## config.mk

```make
export PLATFORM = sky130hd
export DESIGN_NAME = etpc_front
export DESIGN_NICKNAME = d
export VERILOG_FILES = /design/src/escape_time_palette_colorer_core_assert.svh /design/src/etpc_pkg.sv /design/src/etpc_front.sv
export SDC_FILE = /design/constraint.sdc
export NUM_CORES = 1
export LEC_CHECK = 0
export ABC_AREA = 1
export BUFFER_PORTS_ARGS = -buffer_cell sky130_fd_sc_hd__buf_4
export CORE_ASPECT_RATIO = 1.5
export CORE_MARGIN = 5
export CORE_UTILIZATION = 40
export CTS_CLUSTER_SIZE = 40
export DETAILED_ROUTE_END_ITERATION = 6
export GPL_TIMING_DRIVEN = 0
export PLACE_DENSITY_LB_ADDON = 0.3
export SLEW_MARGIN = 20
export SYNTH_ARGS = -nofsm -noshare
export SYNTH_HDL_FRONTEND = slang
export SYNTH_SLANG_ARGS = --single-unit
export TNS_END_PERCENT = 30
```

## constraint.sdc

```tcl
create_clock -name clk -period 3.1 [get_ports clk]
set_clock_uncertainty 0.15 [all_clocks]
set_input_delay 0.155 -clock clk [delete_from_list [all_inputs] [get_ports clk]]
set_output_delay 0.155 -clock clk [all_outputs]
set_load 0.02 [all_outputs]
```

## src/escape_time_palette_colorer_core_assert.svh

```systemverilog
// assertion macros used by the colorer back part
// expects clk and rst_n in the scope of each use
`ifndef ESCAPE_TIME_PALETTE_COLORER_CORE_ASSERT_SVH
`define ESCAPE_TIME_PALETTE_COLORER_CORE_ASSERT_SVH

// same-cycle implication
`define ETPC_ASSERT(label, ante, cons) \
    label: assert property (@(posedge clk) disable iff (!rst_n) (ante) |-> (cons)) \
        else $error("etpc assertion failed");

// next-cycle implication
`define ETPC_ASSERT_NEXT(label, ante, cons) \
    label: assert property (@(posedge clk) disable iff (!rst_n) (ante) |=> (cons)) \
        else $error("etpc assertion failed");

`endif

```

## src/etpc_pkg.sv

```systemverilog
// shared types and constants of the escape time palette colorer
// no dependencies
package etpc_pkg;

    localparam int PALETTE_DEPTH_DEF  = 256;
    localparam int MAX_ITERATIONS_DEF = 1024;
    localparam int QUEUE_DEPTH        = 4;
    localparam int SIZE_W             = 9;
    localparam int DIV_W              = 39;
    localparam int REM_W              = 32;
    localparam int FRAC_W             = 18;
    localparam int HIST_SCALE         = 99;

    typedef enum logic [1:0] {
        OP_WRITE = 2'd0,
        OP_CLEAR = 2'd1,
        OP_COUNT = 2'd2,
        OP_COLOR = 2'd3
    } op_t;

    typedef enum logic [1:0] {
        MODE_BICOLOR = 2'd0,
        MODE_ESCAPE  = 2'd1,
        MODE_DIST    = 2'd2,
        MODE_HIST    = 2'd3
    } mode_t;

    typedef enum logic [1:0] {
        CFG_COLOR_MODE = 2'd0,
        CFG_CONV_COLOR = 2'd1,
        CFG_DIV_COLOR  = 2'd2,
        CFG_PAL_SIZE   = 2'd3
    } cfg_idx_t;

    typedef enum logic [2:0] {
        K_WRITE,
        K_CLEAR,
        K_COUNT,
        K_CONST,
        K_ESCAPE,
        K_DIST,
        K_HIST
    } kind_t;

    typedef struct packed {
        kind_t              kind;
        logic               hit;
        logic [9:0]         iter;
        logic [19:0]        dist_est;
        logic [7:0]         entry;
        logic [23:0]        rgb;
        logic [SIZE_W-1:0]  size;
    } task_t;

    typedef struct packed {
        logic full;
        logic empty;
    } q_stat_t;

    typedef struct packed {
        logic busy;
        logic done;
    } div_stat_t;

    typedef enum logic [3:0] {
        ST_CLEAR,
        ST_IDLE,
        ST_CNT_RD,
        ST_CNT_WR,
        ST_MUL,
        ST_HRD,
        ST_HMUL,
        ST_QSTART,
        ST_DIV1,
        ST_MOD_START,
        ST_DIV2,
        ST_RD,
        ST_FIN,
        ST_BLEND
    } st_t;

endpackage

```

## src/etpc_front.sv

```systemverilog
// front part: configuration registers and classification of input words
// depends on etpc_pkg
module etpc_front
    import etpc_pkg::*;
#(
    parameter int PALETTE_DEPTH  = PALETTE_DEPTH_DEF,
    parameter int MAX_ITERATIONS = MAX_ITERATIONS_DEF
)
(
    input  logic        clk,
    input  logic        rst_n,
    input  logic        cfg_write,
    input  logic [1:0]  cfg_index,
    input  logic [23:0] cfg_data,
    input  logic        push,
    input  logic        full,
    input  logic [1:0]  opcode,
    input  logic        converged,
    input  logic [9:0]  iteration_count,
    input  logic [19:0] distance_estimate,
    input  logic [7:0]  entry_index,
    input  logic [23:0] entry_rgb,
    output logic        q_wr,
    output task_t       q_wdata
);

    logic [1:0]         mode_reg;
    logic [23:0]        conv_reg;
    logic [23:0]        div_reg;
    logic [SIZE_W-1:0]  size_reg;
    logic [SIZE_W-1:0]  used_size;
    logic               keep;
    logic               in_hist;

    // configuration writes
    always_ff @(posedge clk or negedge rst_n)
    begin
        if (!rst_n)
        begin
            mode_reg <= MODE_BICOLOR;
            conv_reg <= '0;
            div_reg  <= 24'hFFFFFF;
            size_reg <= '0;
        end
        else if (cfg_write)
        begin
            unique case (cfg_idx_t'(cfg_index))
                CFG_COLOR_MODE: mode_reg <= cfg_data[1:0];
                CFG_CONV_COLOR: conv_reg <= cfg_data;
                CFG_DIV_COLOR:  div_reg  <= cfg_data;
                CFG_PAL_SIZE:   size_reg <= cfg_data[SIZE_W-1:0];
                default:        mode_reg <= mode_reg;
            endcase
        end
    end

    // palette size saturates at the depth
    assign used_size = (32'(size_reg) > 32'(PALETTE_DEPTH)) ? SIZE_W'(PALETTE_DEPTH) : size_reg;
    assign in_hist   = (32'(iteration_count) < 32'(MAX_ITERATIONS));

    // classify the word, drop words with no effect
    always_comb
    begin
        q_wdata.kind     = K_CONST;
        q_wdata.hit      = in_hist;
        q_wdata.iter     = iteration_count;
        q_wdata.dist_est = distance_estimate;
        q_wdata.entry    = entry_index;
        q_wdata.rgb      = entry_rgb;
        q_wdata.size     = used_size;
        keep             = 1'b1;
        unique case (op_t'(opcode))
            OP_WRITE:
            begin
                q_wdata.kind = K_WRITE;
                keep         = (32'(entry_index) < 32'(PALETTE_DEPTH));
            end
            OP_CLEAR:
            begin
                q_wdata.kind = K_CLEAR;
            end
            OP_COUNT:
            begin
                q_wdata.kind = K_COUNT;
                keep         = !converged && in_hist;
            end
            default:
            begin
                if (converged)
                begin
                    q_wdata.rgb = conv_reg;
                end
                else if (mode_reg == MODE_BICOLOR)
                begin
                    q_wdata.rgb = div_reg;
                end
                else if (used_size == '0)
                begin
                    q_wdata.rgb = '0;
                end
                else if (mode_reg == MODE_ESCAPE)
                begin
                    q_wdata.kind = K_ESCAPE;
                end
                else if (mode_reg == MODE_DIST)
                begin
                    q_wdata.kind = K_DIST;
                end
                else
                begin
                    q_wdata.kind = K_HIST;
                end
            end
        endcase
    end

    assign q_wr = push && !full && keep;

endmodule

```

==> flow_summary.json, run 1 <==
{
  "io-pin-count": 172,
  "r2r_slack_ns": 2.17,
  "fp-row-count": 41,
  "synth_edf_count": 0,
  "synthAdderAreaFrac_pct": 0.360,
  "multi_input_area_mm2": 0.00135,
  "slew-limit-headroom_pct": 49.8,
  "synthTopCellsByCount": "117 x nand2_1, 63 x o21ai_0, 54 x inv_1, 39 x buf_4, 35 x dfrtp_1",
  "place_ws_ns": 0.812,
  "layout-drive-gt1-share_pct": 38.3,
  "leakagePower_nw": 2.68,
  "synth_top_family_by_area": "simple AND/OR/NAND/NOR gates",
  "die_h_um": 124,
  "critPathKind": "reg -> out",
  "final.min_clock_period_ns": 2.65,
  "drt_first_pass_iters": 5,
  "grt_max_degree": 60,
  "fmax_ghz": 0.377,
  "ant_nets": 0,
  "initial_utilization_pct": 41.0,
  "worstSkewPairLatency_ns": 0.32,
  "final_area_mm2": 0.00514,
  "status": "complete, no violations",
  "finalWirelength_um": 11300,
  "cp-end-kind": "primary output",
  "dp_hpwl_um": 8420,
  "nFillCells": 784,
  "finalNetCount": 722,
  "numCtsBuffers": 9,
  "clock-sinks": 59,
  "syn_inst": 458,
  "cts_root_buffer": "clkbuf_16",
  "syn-cell-area_mm2": 0.00347,
  "tritoncts": "done",
  "setup_ws_ns": 0.450,
  "p_per_area_mw_per_mm2": 540,
  "synth.avg_cell_area_um2": 7.58,
  "min_path_type": "in -> reg",
  "diodes": 0,
  "drt_iter0_drc": 249,
  "final_core_util_pct": 60.7,
  "yosys-top-cells-area": "dfrtp_1 25%, dfstp_2 18%, nand2_1 13%, o21ai_0 9.1%, buf_4 8.4%",
  "synthDistinctLibCells": 25,
  "routabilityCongestion": 0.869,
  "synth_simple_gate_area_share_pct": 19.6,
  "vias": 3612,
  "syn-num-nets": 555,
  "synth.most_common_cell": "nand2_1",
  "die_area_mm2": 0.0107,
  "maxCapViolations": 0,
  "ys_warn_count": 0,
  "grt_antenna_before_repair": 0,
  "drc": 0,
  "post_drt_wl_per_cell_um": 15.3,
  "synth_top_area_share_pct": 25.2,
  "core-area_mm2": 0.00846,
  "tightest_slew_ns": 0.754,
  "cp.arrival_ns": 2.34,
  "grt_pass1_vias": 3657,
  "period_share_pct": 85.5,
  "place_area_mm2": 0.00460,
  "async_reset_ff_share_pct": 100,
  "setup_viol": 0,
  "drv_slew": 0,
  "hold_viol": 0,
  "track_usage_pct": 21.0,
  "routed_via_density": 4.90,
  "ys.flop_type": "dfrtp_1",
  "io_buffers": 132,
  "clk_pin_slew_ns": 0.05,
  "grt_pass1_wl_um": 17400,
  "rsz0062_at_grt": "no",
  "worst-path-max-fanout": 10,
  "clockBufferDepth": 2,
  "synth_seq_cells": 59,
  "setup_tns_ns": 0,
  "vdd_ir_drop_max_v": 0.000354,
  "area_delta_synth_final_pct": 47.9,
  "grt-ovfl-total": 0,
  "yosysSeqAreaShare_pct": 43.4,
  "synth_compound_area_share_pct": 18.7,
  "ctsHtreeMaxLevel": 3,
  "synthMuxAreaShare_pct": 0,
  "final-seq-area_mm2": 0.00151,
  "synth-xor-area-share_pct": 0,
  "start_kind": "register",
  "cts_post_setup_buffers_inserted": 0,
  "yosys.area.top_type": "dfrtp_1",
  "die_width_um": 86.1,
  "required_ns": 2.79
}
area by class of cell:
class | instances | area share (%)
repair buffers | 156 | 24.0
multi-input cells | 280 | 26.2
plain buffers | 64 | 8.06
inverters | 55 | 4.02
clock buffers | 14 | 5.14
flip-flops and latches | 59 | 29.3
clock inverters | 2 | 0.682
well taps | 107 | 2.61
path summary, 6_finish.rpt:
| path | from | endpoint | cells past startpoint |
|---|---|---|---|
| setup / recovery | mode_reg[0] | q_wdata[16] | 8 |
| hold / removal | cfg_data[0] | mode_reg[0] | 3 |
| setup reg to reg | div_reg[6] | div_reg[6] | 2 |
| hold reg to reg | conv_reg[17] | conv_reg[17] | 2 |
| max in group asynchronous | rst_n | size_reg[3] | 2 |
| min in group asynchronous | rst_n | size_reg[8] | 2 |
worst max-delay path, cell delays in order, from the launching register on:
cell	delay, ns
dfrtp_1	0.39
inv_1	0.08
ha_1	0.29
inv_1	0.15
nor2_1	0.14
clkbuf_1	0.44
a22oi_1	0.20
o21ai_2	0.16
buf_4	0.16
cells by family after synthesis:
| logic type | Yosys count |
|---|---|
| DFF | 59 |
| other | 1 |
| and+or+nand+nor | 162 |
| adders and majority gates | 1 |
| AOI/OAI and AO/OA | 116 |
| buffers and inverters | 119 |
placed cells by master (no fill, tap or decap):
cell and count:
buf_4 171, nand2_1 117, o21ai_0 63, inv_1 54
dfrtp_1 35, a21oi_1 29, dfstp_2 24, dlygate4sd3_1 24
nand3_1 18, clkbuf_1 17, nor2_1 11, a22oi_1 11
nand2_2 11, o21ai_2 10, clkbuf_16 9, buf_2 6
nor4_1 2, o21ai_1 2, nand2_4 2, buf_6 2
buf_1 2, clkbuf_8 2, inv_2 1, dlygate4sd1_1 1
nor2_2 1, a311oi_1 1, ha_1 1, conb_1 1
bufinv_16 1, clkinv_2 1
per-layer routing:
layer  share of wire, %  vias up  global-route usage [%]  wire length, um
li1                   -     1754                       -                -
met5                  0        -                       0                0
met1                 34     1670                    22.0             3880
met3                9.9       16                    5.63             1110
met4                1.7        0                    6.14              189
met2                 54      172                    40.5             6070
report_power, final:
| part | switching [mW] | total, mW | internal (mW) |
|---|---|---|---|
| Sequential | 0.0822 | 1.01 | 0.931 |
| Combinational | 0.435 | 0.777 | 0.342 |
| Clock | 0.318 | 0.982 | 0.664 |
| Total | 0.836 | 2.77 | 1.94 |
through the flow:
step                power (mW)  cells  hold slack [ns]
floorplan                 1.46    458           -0.291
global placement          1.75    697           0.0922
detailed placement        1.78    697            0.113
CTS                       2.79    737           0.0115
global route              2.93    737           0.0206
finish                    2.77    737           0.0171
what timing repair did:
item                      4_1_cts  5_1_grt
gates resized for setup         0        0
hold buffers                   24        0
hold endpoints to repair       80        0
No activity file was read; power rests on OpenSTA's default activity.
==> run 2, diff against run 1 <==
--- a/config.mk
+++ b/config.mk
@@ -7,12 +7,13 @@
 export LEC_CHECK = 0
 export ABC_AREA = 1
 export BUFFER_PORTS_ARGS = -buffer_cell sky130_fd_sc_hd__buf_4
+export CELL_PAD_IN_SITES_DETAIL_PLACEMENT = 1
+export CELL_PAD_IN_SITES_GLOBAL_PLACEMENT = 2
 export CORE_ASPECT_RATIO = 1.5
 export CORE_MARGIN = 5
-export CORE_UTILIZATION = 40
+export CORE_UTILIZATION = 26
 export CTS_CLUSTER_SIZE = 40
 export DETAILED_ROUTE_END_ITERATION = 6
-export GPL_TIMING_DRIVEN = 0
 export PLACE_DENSITY_LB_ADDON = 0.3
 export SLEW_MARGIN = 20
 export SYNTH_ARGS = -nofsm -noshare
==> flow_summary.json, run 2 (synthesis gave the netlist of run 1 again) <==
{
  "post_drt_wl_per_cell_um": 15.5,
  "mostFrequentLayoutCells": "116 x nand2_1, 96 x buf_4, 63 x o21ai_0",
  "worst-path-max-fanout": 15,
  "ff2ff_path_depth": 2,
  "mostFrequentLayoutCell": "nand2_1",
  "finalWirelength_um": 10700,
  "core-area_mm2": 0.0131,
  "diodes": 0,
  "drc": 0,
  "cp.arrival_ns": 2.32,
  "layout-drive-gt1-share_pct": 30.8,
  "maxCapViolations": 0,
  "rsz0062_at_grt": "no",
  "drt_first_pass_iters": 4,
  "p_comb_share_pct": 23.8,
  "required_ns": 2.79,
  "placed_cells": 649,
  "critPathKind": "reg -> out",
  "dp_hpwl_um": 7410,
  "tritoncts": "done",
  "grt_pass1_vias": 3558,
  "worstSkewPairLatency_ns": 0.33,
  "cts_post_setup_buffers_inserted": 0,
  "clock-sinks": 59,
  "io-pin-count": 172,
  "hold-path-endpoint": "div_reg[1]",
  "slew-limit-headroom_pct": 37.3,
  "seq_power_share_pct": 37.5,
  "p_per_area_mw_per_mm2": 598,
  "final.min_clock_period_ns": 2.62,
  "min_path_type": "in -> reg",
  "grt-ovfl-total": 0,
  "initial_utilization_pct": 26.6,
  "fin_cells": 688,
  "pwr-share-clk_pct": 38.7,
  "drt_iter0_drc": 75,
  "vdd_ir_drop_max_v": 0.000277,
  "track_usage_pct": 13.9,
  "routabilityCongestion": 0.740,
  "worstReg2RegStart": "div_reg[22]",
  "worstHoldPathCells": 3,
  "routed_via_density": 4.60,
  "cp-end-kind": "primary output",
  "crit_chain": "inv_1, ha_2, inv_1, nor2_1, buf_4, a22oi_1, o21ai_0, buf_4",
  "setup_viol": 0,
  "r2r_slack_ns": 2.13,
  "slowest_stage": "dfrtp_1",
  "numCtsBuffers": 9,
  "fmax_ghz": 0.382,
  "finalNetCount": 621,
  "io_buffers": 94,
  "nFillCells": 1592,
  "hold_start": "cfg_data[1]",
  "r2r-end": "div_reg[22]",
  "hold_viol": 0,
  "die_h_um": 152,
  "fp-row-count": 51,
  "leakagePower_nw": 2.26,
  "period_share_pct": 84.5,
  "tightest_slew_ns": 0.939,
  "ctsHtreeMaxLevel": 3,
  "final-seq-area_mm2": 0.00151,
  "p_sw_uw": 811,
  "die_width_um": 104,
  "start_kind": "register",
  "clk_pin_slew_ns": 0.05,
  "switching_share_pct": 29.9,
  "multi_input_area_mm2": 0.00136,
  "die_area_mm2": 0.0158,
  "setup_tns_ns": 0,
  "grt_antenna_before_repair": 0,
  "area_delta_synth_final_pct": 30.5,
  "grt_pass1_wl_um": 17700,
  "clockBufferDepth": 2,
  "drv_slew": 0,
  "cts_root_buffer": "clkbuf_16",
  "slowest_delay_ns": 0.39,
  "ant_nets": 0,
  "vias": 3166,
  "grt_max_degree": 60,
  "p_int_mw": 1.90,
  "status": "complete, no violations"
}
## run 2: routing by layer
| layer | routed length (um) | GRT usage [%] | vias to the layer above |
|---|---|---|---|
| met5 | 0 | 0 | - |
| li1 | - | - | 1556 |
| met4 | 251 | 6.09 | 0 |
| met1 | 4390 | 15.4 | 1503 |
| met2 | 5510 | 25.3 | 74 |
| met3 | 522 | 3.18 | 33 |
## run 2: layout make-up
cell class,count,area share (%)
sequential,59,33.2
multi-input combinational,280,30.0
timing repair buffer,119,21.0
clock buffer,11,5.13
inverter,55,4.55
tap,159,4.39
clock inverter,5,1.71
## run 2: worst max path at each step
stage | start | end
floorplan | mode_reg[0] | q_wdata[10]
global placement | mode_reg[0] | q_wdata[9]
detailed placement | mode_reg[0] | q_wdata[18]
CTS | mode_reg[0] | q_wdata[18]
global route | mode_reg[0] | q_wdata[9]
finish | mode_reg[0] | q_wdata[9]
## run 2: power groups by stage
stage | registers [mW] | clock network [mW] | logic (mW)
CTS | 1.02 | 1.07 | 0.660
global route | 1.03 | 1.10 | 0.735
finish | 1.02 | 1.05 | 0.644
global placement | 1.03 | 0 | 0.619
floorplan | 0.997 | 0 | 0.467
detailed placement | 1.03 | 0 | 0.633
## run 2: stage by stage
stage	hold WS, ns	area (um2)	utilization (%)	total power [mW]	setup WS, ns
3_3_place_gp	0.126	3990	30.5	1.64	0.548
3_5_place_dp	0.139	3990	30.5	1.66	0.503
2_1_floorplan	-0.291	3470	-	1.46	1.29
4_1_cts	0.00935	4530	34.6	2.75	0.137
6_report	0.0124	4530	34.7	2.71	0.480
5_1_grt	0.0301	4530	34.7	2.87	0.207
## run 2: critical path: cells and delay by family, from the launching register on
family	cells	cell delay, ns
buffers and inverters	4	0.79
and+or+nand+nor	1	0.17
adders and majority gates	1	0.37
AOI/OAI and AO/OA	2	0.25
DFF	1	0.39
## run 2: timing repair
action / CTS / global route
endpoints found under the hold margin: 86 / 0
gates resized for setup: 0 / 1
endpoints found under the setup margin: 0 / 11
hold buffers: 23 / 0
