**config.mk**
```make
export PLATFORM = sky130hd
export DESIGN_NAME = etpc_queue
export DESIGN_NICKNAME = d
export VERILOG_FILES = /design/src/escape_time_palette_colorer_core_assert.svh /design/src/etpc_pkg.sv /design/src/etpc_queue.sv
export SDC_FILE = /design/constraint.sdc
export NUM_CORES = 1
export LEC_CHECK = 0
export ABC_AREA = 0
export BUFFER_PORTS_ARGS = -buffer_cell sky130_fd_sc_hd__buf_2
export CORE_MARGIN = 8
export CORE_UTILIZATION = 40
export DETAILED_ROUTE_END_ITERATION = 12
export GPL_TIMING_DRIVEN = 0
export MAX_ROUTING_LAYER = met4
export SLEW_MARGIN = 20
export SYNTH_ARGS = -nofsm -noshare
export SYNTH_HDL_FRONTEND = slang
export SYNTH_SLANG_ARGS = --single-unit
```
**constraint.sdc**
```tcl
create_clock -name clk -period 3.32 [get_ports clk]
set_input_delay 0.166 -clock clk [delete_from_list [all_inputs] [get_ports clk]]
set_output_delay 0.166 -clock clk [all_outputs]
set_load 0.1 [all_outputs]
```
**src/escape_time_palette_colorer_core_assert.svh**
```systemverilog
// assertion macros used by the colorer back part
// expects clk and rst_n in the scope of each use
`ifndef ESCAPE_TIME_PALETTE_COLORER_CORE_ASSERT_SVH
`define ESCAPE_TIME_PALETTE_COLORER_CORE_ASSERT_SVH

// same-cycle implication
`define ETPC_ASSERT(label, ante, cons) \
    label: assert property (@(posedge clk) disable iff (!rst_n) (ante) |-> (cons)) \
        else $error("etpc assertion failed");

// next-cycle implication
`define ETPC_ASSERT_NEXT(label, ante, cons) \
    label: assert property (@(posedge clk) disable iff (!rst_n) (ante) |=> (cons)) \
        else $error("etpc assertion failed");

`endif

```
**src/etpc_pkg.sv**
```systemverilog
// shared types and constants of the escape time palette colorer
// no dependencies
package etpc_pkg;

    localparam int PALETTE_DEPTH_DEF  = 256;
    localparam int MAX_ITERATIONS_DEF = 1024;
    localparam int QUEUE_DEPTH        = 4;
    localparam int SIZE_W             = 9;
    localparam int DIV_W              = 39;
    localparam int REM_W              = 32;
    localparam int FRAC_W             = 18;
    localparam int HIST_SCALE         = 99;

    typedef enum logic [1:0] {
        OP_WRITE = 2'd0,
        OP_CLEAR = 2'd1,
        OP_COUNT = 2'd2,
        OP_COLOR = 2'd3
    } op_t;

    typedef enum logic [1:0] {
        MODE_BICOLOR = 2'd0,
        MODE_ESCAPE  = 2'd1,
        MODE_DIST    = 2'd2,
        MODE_HIST    = 2'd3
    } mode_t;

    typedef enum logic [1:0] {
        CFG_COLOR_MODE = 2'd0,
        CFG_CONV_COLOR = 2'd1,
        CFG_DIV_COLOR  = 2'd2,
        CFG_PAL_SIZE   = 2'd3
    } cfg_idx_t;

    typedef enum logic [2:0] {
        K_WRITE,
        K_CLEAR,
        K_COUNT,
        K_CONST,
        K_ESCAPE,
        K_DIST,
        K_HIST
    } kind_t;

    typedef struct packed {
        kind_t              kind;
        logic               hit;
        logic [9:0]         iter;
        logic [19:0]        dist_est;
        logic [7:0]         entry;
        logic [23:0]        rgb;
        logic [SIZE_W-1:0]  size;
    } task_t;

    typedef struct packed {
        logic full;
        logic empty;
    } q_stat_t;

    typedef struct packed {
        logic busy;
        logic done;
    } div_stat_t;

    typedef enum logic [3:0] {
        ST_CLEAR,
        ST_IDLE,
        ST_CNT_RD,
        ST_CNT_WR,
        ST_MUL,
        ST_HRD,
        ST_HMUL,
        ST_QSTART,
        ST_DIV1,
        ST_MOD_START,
        ST_DIV2,
        ST_RD,
        ST_FIN,
        ST_BLEND
    } st_t;

endpackage

```
**src/etpc_queue.sv**
```systemverilog
// task queue between the front and back parts
// depends on etpc_pkg
module etpc_queue
    import etpc_pkg::*;
(
    input  logic    clk,
    input  logic    rst_n,
    input  logic    wr,
    input  task_t   wdata,
    input  logic    rd,
    output task_t   head,
    output q_stat_t stat
);

    localparam int PTR_W = $clog2(QUEUE_DEPTH);

    task_t              mem_reg [QUEUE_DEPTH];
    logic [PTR_W-1:0]   wr_ptr_reg, wr_ptr_next;
    logic [PTR_W-1:0]   rd_ptr_reg, rd_ptr_next;
    logic [PTR_W:0]     cnt_reg, cnt_next;
    logic               do_wr, do_rd;

    assign stat.full  = (cnt_reg == (PTR_W+1)'(QUEUE_DEPTH));
    assign stat.empty = (cnt_reg == '0);
    assign do_wr      = wr && !stat.full;
    assign do_rd      = rd && !stat.empty;
    assign head       = mem_reg[rd_ptr_reg];

    // pointer and fill count update
    always_comb
    begin
        wr_ptr_next = do_wr ? wr_ptr_reg + 1'b1 : wr_ptr_reg;
        rd_ptr_next = do_rd ? rd_ptr_reg + 1'b1 : rd_ptr_reg;
        cnt_next    = cnt_reg;
        if (do_wr && !do_rd)
        begin
            cnt_next = cnt_reg + 1'b1;
        end
        else if (do_rd && !do_wr)
        begin
            cnt_next = cnt_reg - 1'b1;
        end
    end

    always_ff @(posedge clk or negedge rst_n)
    begin
        if (!rst_n)
        begin
            wr_ptr_reg <= '0;
            rd_ptr_reg <= '0;
            cnt_reg    <= '0;
        end
        else
        begin
            wr_ptr_reg <= wr_ptr_next;
            rd_ptr_reg <= rd_ptr_next;
            cnt_reg    <= cnt_next;
        end
    end

    // entry storage
    always_ff @(posedge clk)
    begin
        if (do_wr)
        begin
            mem_reg[wr_ptr_reg] <= wdata;
        end
    end

endmodule

```
==> results of run 1 <==
[worst register-to-register path, stage by stage, from the launching register on]
cell,delay (ns)
sky130_fd_sc_hd__dfrtp_1,0.46
sky130_fd_sc_hd__or3_1,0.44
sky130_fd_sc_hd__nand2_1,0.14
sky130_fd_sc_hd__ha_1,0.20
sky130_fd_sc_hd__inv_1,0.07
sky130_fd_sc_hd__fa_1,0.38
sky130_fd_sc_hd__xor2_1,0.18
sky130_fd_sc_hd__nor2_1,0.12
sky130_fd_sc_hd__xor2_1,0.17
[Yosys cell counts]
| cell | n |
|---|---|
| sky130_fd_sc_hd__nand2_1 | 1 |
| sky130_fd_sc_hd__nor2b_1 | 1 |
| sky130_fd_sc_hd__nor2_1 | 1 |
| sky130_fd_sc_hd__dfrtp_1 | 7 |
| sky130_fd_sc_hd__buf_4 | 4 |
| sky130_fd_sc_hd__buf_2 | 6 |
| sky130_fd_sc_hd__buf_1 | 3 |
| sky130_fd_sc_hd__ha_1 | 5 |
| sky130_fd_sc_hd__mux4_2 | 75 |
| sky130_fd_sc_hd__buf_12 | 4 |
| sky130_fd_sc_hd__xor2_1 | 2 |
| sky130_fd_sc_hd__xnor2_1 | 4 |
| sky130_fd_sc_hd__inv_1 | 4 |
| sky130_fd_sc_hd__nor3b_2 | 1 |
| sky130_fd_sc_hd__edfxtp_1 | 300 |
| sky130_fd_sc_hd__mux2_2 | 2 |
| sky130_fd_sc_hd__and2_1 | 4 |
| sky130_fd_sc_hd__or3_1 | 1 |
| sky130_fd_sc_hd__buf_6 | 1 |
| sky130_fd_sc_hd__nand3_1 | 1 |
| sky130_fd_sc_hd__fa_1 | 1 |
[routing by layer]
| metal | track usage, % | vias to the layer above | share of wire, % |
|---|---|---|---|
| li1 | - | 2384 | - |
| met1 | 16.53 | 2799 | 42 |
| met2 | 22.62 | 146 | 51 |
| met3 | 2.747 | 28 | 5.7 |
| met4 | 3.001 | 0 | 1.4 |
| met5 | - | - | 0 |
[final cells by class]
type	count	area, um^2	area share, %
flip-flops and latches	307	9184	63.53
multi-input cells	99	1926	13.32
repair buffers	241	1717	11.88
clock buffers	32	779.5	5.393
well taps	378	473.0	3.272
clock inverters	25	196.4	1.359
plain buffers	18	162.7	1.125
inverters	4	15.01	0.1039
diodes	1	2.502	0.01731
[worst max-delay path by stage]
stage                             start             end  slack, ns  cells after the start
after floorplan              cnt_reg[2]   mem_reg[0][0]       0.17                      4
after global placement       cnt_reg[2]  mem_reg[0][26]      -1.23                      4
after detailed placement     cnt_reg[0]      cnt_reg[2]       1.10                      8
after CTS                 rd_ptr_reg[1]        head[36]       0.68                      4
after global routing      rd_ptr_reg[1]        head[28]       0.63                      4
final                     rd_ptr_reg[1]        head[12]       0.79                      4
[metrics by stage]
step | instances | instance area [um^2]
final | 1105 | 14460
after global routing | 1105 | 14460
after CTS | 1104 | 14450
after detailed placement | 969 | 12700
after global placement | 961 | 12530
after floorplan | 428 | 11280
[timing repair]
item	in CTS	in global routing
hold buffers	78	0
hold endpoints to repair	309	0
setup buffers	0	0
[logic make-up after synthesis]
logic type / after synthesis / synth area share (%)
simple gates: 10 / 0.5550
fa+ha+maj: 6 / 0.7327
flops: 307 / 81.48
mux: 77 / 15.19
xor+xnor: 6 / 0.4662
buf+inv: 22 / 1.576
==> metrics list, run 1 <==
* Post-synthesis sequential element count: 307
- The first global-routing pass estimated 34.16 mm of wire.
- After detailed routing, the average wire length per cell comes to 19.81 um.
- Yosys printed 0 warnings.
- Dominant delay contributor by cell family on the critical path: buffers and inverters
- Std cell rows: 61
- The tree is rooted in a sky130_fd_sc_hd__clkbuf_16.
* Overall global routing resource usage: 13.40%
* Vias after detailed routing: 5357
- The critical path is of the flop to output port type.
* Post-route DRC: 0
* Clock tree from TritonCTS: done
* Fraction of the core area covered by cells at the end of the flow: 52.03%
- WP buf/inv: 3
- Die span in y: 183.9 um
* Critical Path Start Type: flop
* Final hold violation count: 0
* Die area: 33800 um^2
- The worst hold path was traced through 4 stages.
- Derived from the worst setup path, the maximum achievable clock frequency is 0.3958 GHz.
* Minimum period implied by the final worst setup slack: 2.526 ns
- Cell Chain, Critical Path: buf_2 -> buf_2 -> mux4_2 -> buf_2
- Clk_skew: 0.008172 ns
* Slack of the worst reg-to-reg path: 1.08 ns
- Standard cell with the maximum stage delay on the critical path: sky130_fd_sc_hd__buf_2
- The number of nets handed over by synthesis was 513.
* Share of final-layout standard cells stronger than drive strength 1: 42.42%
- The register with the most flip-flops in the layout has 300 of them.
- Filler instances: 2200
- Entering global routing, the biggest net connects 30 pins.
- Number of cells upsized or downsized after cts: 0
* RSZ-0062 raised after global routing: false
* 1st-iter DRT viols: 243
- The flow ran to the end, and the final reports show no timing, DRC or antenna violations.
* Number of buffers added by the clock tree synthesis step: 31
- Depth of the most critical reg-to-reg path: 8
- Worst-case hold path end point: wr_ptr_reg[0]
- The worst register-to-register path begins at cnt_reg[0].
- Along the worst path, the maximum fanout reaches 10.
- Pre-CTS setup slack: 1.101 ns
- For the worst-skew pair, the clock arrives at the later sink with an insertion delay of 0.54 ns.
- Via density: 4.848
- Number of distinct library cells after synthesis: 21
- Post-layout worst setup margin: 0.7935 ns
- Synth top area share: 79.93%
* Minimum hold slack: 0.1426 ns
* Register area share after synthesis: 81.48%
* Critical Path RT: 3.15 ns
- Max-cap violations in this run came to 0.
- Average cell area after synthesis: 26.33 um^2
* Least-Margin Pin Slew: 0.6516 ns
- Detailed-route wire length: 21.89 mm
* Hold Crit Class: input port to flop
* Via count of the first global-routing pass: 6139
- Fraction of the cycle the final worst path needs: 76.10%
- After floorplanning, the core was sized to cover 27780 um^2.
- The tree built by TritonCTS fans out to 307 sinks.
- Starting Density: 40.57%
- In this run the tightest slew margin relative to its limit is 56.56%.
- Final Max Tran Viols: 0
* Initial antenna violation count: 1
- Number of detailed-route iterations in the first pass: 6
- Number of nets in the layout: 787
- The count of buffers added on input and output ports is 155.
- Synthesized instance count: 428
- From left edge to right edge, the die measures 183.9 um.
- For the worst setup path, the data arrival time is 2.36 ns.
* Top-Level Pins: 156
- Count of final setup violators: 0
* Buffer levels on the longest clock path: 3
* CTS H-tree lvls: 1
- Clock edge transition at the registers on the reported setup and hold paths: 0.06 ns
* Half-perimeter wire length of the detailed placement result: 13.82 mm
- The detail route stage leaves a number of antenna-violating nets equal to 0.
* Top library cells by usage in the layout, fill and taps aside: 300 x sky130_fd_sc_hd__edfxtp_1, 161 x sky130_fd_sc_hd__buf_2, 78 x sky130_fd_sc_hd__dlygate4sd3_1, 75 x sky130_fd_sc_hd__mux4_2, 31 x sky130_fd_sc_hd__clkbuf_16
* Critical register-to-register path endpoint: cnt_reg[2]
- Adding up every negative setup slack in the final design gives 0 ns.
- Leaving out fill and tap cells, the most frequent cell in the layout is sky130_fd_sc_hd__edfxtp_1.
* Area grow syn2layout: 28.25%
- Syn Std Cell Area: 11270 um^2
* Startpoint of the lowest-slack hold path: wr
- For this run, the slowest stage of the critical path takes 0.43 ns.
- Cell types occupying the most area after synthesis: sky130_fd_sc_hd__edfxtp_1 80%, sky130_fd_sc_hd__mux4_2 15%, sky130_fd_sc_hd__dfrtp_1 1.6%
* Type of destination of the critical path: output port
- Most frequent cell on the critical path: sky130_fd_sc_hd__buf_2
* Overflow left after global routing: 0
- The congestion estimate from routability-driven global placement came to 0.7185.
- Yosys top cell by area: sky130_fd_sc_hd__edfxtp_1
Power of run 1 is not shown: default switching activity piles up to over one toggle a cycle in this logic, so the estimate is an artifact.
==> run 2, diff against run 1 <==
--- a/config.mk
+++ b/config.mk
@@ -5,7 +5,7 @@
 export SDC_FILE = /design/constraint.sdc
 export NUM_CORES = 1
 export LEC_CHECK = 0
-export ABC_AREA = 0
+export ABC_AREA = 1
 export BUFFER_PORTS_ARGS = -buffer_cell sky130_fd_sc_hd__buf_2
 export CORE_MARGIN = 8
 export CORE_UTILIZATION = 40
==> constraint.sdc (replaced) <==
create_clock -name clk -period 2.2 [get_ports clk]
set_input_delay 0.11 -clock clk [delete_from_list [all_inputs] [get_ports clk]]
set_output_delay 0.11 -clock clk [all_outputs]
set_load 0.1 [all_outputs]
==> run 2 against run 1 <==
Compared with the run above: register-to-register slack worse by 0.92 ns; routed wire length increased by 32%; worst setup slack got worse by 0.69 ns; largest cell class unchanged; highest routed layer unchanged; global-route usage grew 2.8 points; die area grew 9.6%; hold slack improved by 0.22 ns; count of clock-buffer cells in the layout increased by 13; first-iteration DRC count is 88% higher; sequential share of layout area shrank 7.9 points; critical endpoint is now head[43]; area after synthesis rose by 11%; via count increased by 46%.
==> metrics list, run 2 <==
- Per-cell routed wire length: 17.55 um (-11%)
- Leaving out fill and tap cells, the most frequent cell in the layout is sky130_fd_sc_hd__edfxtp_1.
- The fraction of the mapped netlist area in compound gates is 9.076% (+9.1 points).
- The area of placed instances came to 14070 um^2 (+11%).
* Count of final setup violators: 0 (unchanged)
* Number of nets in the layout: 1318 (+67%)
* Number of detailed-route iterations in the first pass: 5 (-1)
* Total core area: 30670 um^2 (+10%)
- Area grow syn2layout: 32.50%
- Critical Path Start Type: flop
- Clock tree from TritonCTS: done
- The adder and majority cell fraction of the synthesized area is 0.6627% (-0.070 points).
- The share of synthesized flip-flops with an asynchronous set or reset is 2.280% (unchanged).
* 1st-iter DRT viols: 457 (+88%)
* Half-perimeter wire length of the detailed placement result: 18.48 mm (+34%)
- Source of the worst register-to-register timing path: cnt_reg[0]
- The count of final hold-check violations was 0 (unchanged).
* Average cell area after synthesis: 13.30 um^2 (-49%)
* Initial antenna violation count: 1 (unchanged)
- Sorting the synthesized cells by area gives the leading types as sky130_fd_sc_hd__edfxtp_1 72%, sky130_fd_sc_hd__o211ai_1 9.0%, sky130_fd_sc_hd__nand2_1 7.3%.
* Starting Density: 40.63% (+0.064 points)
* GP Congestion: 0.7261 (+1.1%)
- The flip-flop count of the largest register after layout was 300 (unchanged).
- Synthesis warning total: 0 (unchanged)
- Die area: 37060 um^2 (+9.6%)
- Startpoint of the lowest-slack hold path: wdata[45]
* Share of final-layout standard cells stronger than drive strength 1: 22.89% (-20 points)
- The via count of the routed design came to 7816 (+46%).
- The number of synthesized register bits was 307 (unchanged).
- The total DRC errors in the routed layout came to 0 (unchanged).
* Synth Area in Simple Gates: 7.771% (+7.2 points)
- Via density: 4.734 (-2.3%)
- By area, the combinational part of the netlist is dominated by compound AO/OA/AOI/OAI gates.
- Std cell rows: 64 (+4.9%)
* Syn Std Cell Area: 12460 um^2 (+11%)
- The met3 demand-to-capacity share in global routing is 2.548% (-0.20 points).
- In this run the critical register-to-register path is captured at mem_reg[3][24].
* Pin count of the biggest net entering global routing: 24 (-20%)
- The worst path needs 2.098 ns of the cycle, external delays included.
* Critical Path RT: 2.09 ns (-1.06 ns)
- The die boundary width was 192.5 um (+4.7%).
* Number of sinks driven by the clock tree: 307 (unchanged)
- Buffer levels on the longest clock path: 3 (unchanged)
* Die span in y: 192.5 um (+4.7%)
* Xor/xnor cell area share of the yosys netlist: 0.07028% (-0.40 points)
- Setup repair after global routing could not meet its margin everywhere.
- The tree is rooted in a sky130_fd_sc_hd__clkbuf_16.
- Register area share after synthesis: 73.69% (-7.8 points)
- Clock edge transition at the registers on the reported setup and hold paths: 0.06 ns (about the same)
* Post-synthesis net count: 1022 (+99%)
* Fraction of the cycle the final worst path needs: 95.34%
- Worst endpoint data arrival time: 1.99 ns (-0.37 ns)
- In the synthesized netlist the dominant register cell turns out to be sky130_fd_sc_hd__edfxtp_1.
- Type of destination of the critical path: output port
* Clk_skew: 0.007745 ns (-0.0004268 ns)
- The met2 global-route usage is 26.06% (+3.4 points).
- The proportion of netlist area held by the largest area contributor is 72.29% (-7.6 points).
- Hold Crit Class: input port to flop
- The number of global-route vias before repair is 8032 (+31%).
- Number of distinct library cells after synthesis: 17 (-19%)
- Number of port buffers: 155 (unchanged)
* Worst setup path startpoint: rd_ptr_reg[1]
- The most critical setup path has its endpoint at head[43].
- The flop-to-flop setup slack came to 0.16 ns (-0.92 ns).
- The final cell area excluding filler cells is 16510 um^2 (+14%).
* Relative max-transition margin: 60.59% (+4.0 points)
- Met1 usage in global routing: 20.89% (+4.4 points)
- The synthesized design spends more area on one cell type than any other, namely sky130_fd_sc_hd__edfxtp_1.
* Overall global routing resource usage: 16.18% (+2.8 points)
- CTS H-tree lvls: 2 (+1)
- Busiest metal layer after global routing: met2
- Commonest cells in the synthesized netlist: 300 x sky130_fd_sc_hd__edfxtp_1, 243 x sky130_fd_sc_hd__nand2_1, 165 x sky130_fd_sc_hd__inv_1
- Number of buffers added by the clock tree synthesis step: 34 (+9.7%)
* Total of max-cap violations: 0 (unchanged)
* Detailed-route wire length: 28.98 mm (+32%)
* Fmax: 0.4767 GHz
- Final Max Tran Viols: 0 (unchanged)
* Count of nets left with antenna violations after detail routing: 0 (unchanged)
- Mux share of post-synthesis cell area: 0% (-15 points)
- The clock network latency to the later pin of the worst-skew pair was 0.50 ns (-0.04 ns).
* Overflow left after global routing: 0 (unchanged)
* EDFF count, synth: 300 (unchanged)
* First-pass GRT wire length: 44.82 mm (+31%)
- Least-Margin Pin Slew: 0.5897 ns (-0.06191 ns)
* Crit path kind: flop to output port
* Most common cell in the netlist: sky130_fd_sc_hd__edfxtp_1
- The gate count after technology mapping was 937 (+120%).
- The number of primary I/O pins is 156 (unchanged).
* Highest net fanout along the worst path: 10 (unchanged)
- Top library cells by usage in the layout, fill and taps aside: 300 x sky130_fd_sc_hd__edfxtp_1, 241 x sky130_fd_sc_hd__nand2_1, 164 x sky130_fd_sc_hd__inv_1, 150 x sky130_fd_sc_hd__o211ai_1, 89 x sky130_fd_sc_hd__buf_2
- Depth of the most critical reg-to-reg path: 6 (-2)
* Outcome: completed
-- run 2: cells by family after synthesis --
group | Yosys count
XOR/XNOR | 1
AO/OA/AOI/OAI | 151
AND/OR/NAND/NOR | 255
flip-flops | 307
buffers and inverters | 217
adder cells (fa/ha/maj) | 6
-- run 2: repair_timing --
item                                    4_1_cts  5_1_grt
pin swaps                                     2        2
resized for setup                            87       59
hold endpoints to repair                    311        0
hold buffers                                 79        0
endpoints found under the setup margin      108       91
setup buffers                                 4        9
-- run 2: final cells by class --
class                           instances  area [um^2]
Inverter                              167        626.9
Timing Repair Buffer                  260         2399
Buffer                                 50        483.0
Antenna cell                            1        2.502
Multi-Input combinational cell        413         2236
Sequential cell                       307         9184
Fill cell                            2541        14160
Clock buffer                           45        975.9
Tap cell                              396        495.5
Clock inverter                         12        110.1
-- run 2: worst min-delay path by stage --
stage / slack [ns] / cells after the start / endpoint
floorplan: -0.19 / 0 / cnt_reg[0]
global placement: -0.04 / 1 / wr_ptr_reg[1]
detailed placement: -0.04 / 1 / wr_ptr_reg[0]
CTS: 0.33 / 2 / mem_reg[2][53]
global route: 0.35 / 2 / mem_reg[3][6]
finish: 0.37 / 2 / mem_reg[3][45]
-- run 2: metal layers --
metal | vias up | part of all wire [%]
met5 | - | 0
met4 | 0 | 2.0
met3 | 50 | 5.4
met2 | 215 | 49
met1 | 3688 | 44
li1 | 3863 | -
-- run 2: metrics by stage --
| stage | std cells | worst slack (ns) | TNS (ns) | hold WS [ns] | utilization [%] |
|---|---|---|---|---|---|
| finish | 1651 | 0.1024 | 0 | 0.3659 | 53.84 |
| global route | 1651 | -0.007349 | -0.009530 | 0.3504 | 53.84 |
| CTS | 1641 | 0.0004328 | 0 | 0.3327 | 52.95 |
| detailed placement | 1501 | -0.01079 | -0.2178 | -0.03848 | 45.89 |
| global placement | 1488 | -1.056 | -294.84 | -0.04075 | 44.92 |
| floorplan | 937 | -0.02413 | -2.360 | -0.1856 | - |
-- run 2: worst max-delay path, cell delays in order (launching register included) --
cell                       delay (ns)
sky130_fd_sc_hd__dfrtp_1         0.35
sky130_fd_sc_hd__buf_2           0.19
sky130_fd_sc_hd__inv_2           0.11
sky130_fd_sc_hd__buf_6           0.19
sky130_fd_sc_hd__buf_6           0.18
sky130_fd_sc_hd__o211ai_1        0.10
sky130_fd_sc_hd__nand2_1         0.07
sky130_fd_sc_hd__buf_4           0.28
Power of run 2 is left out for the same reason.
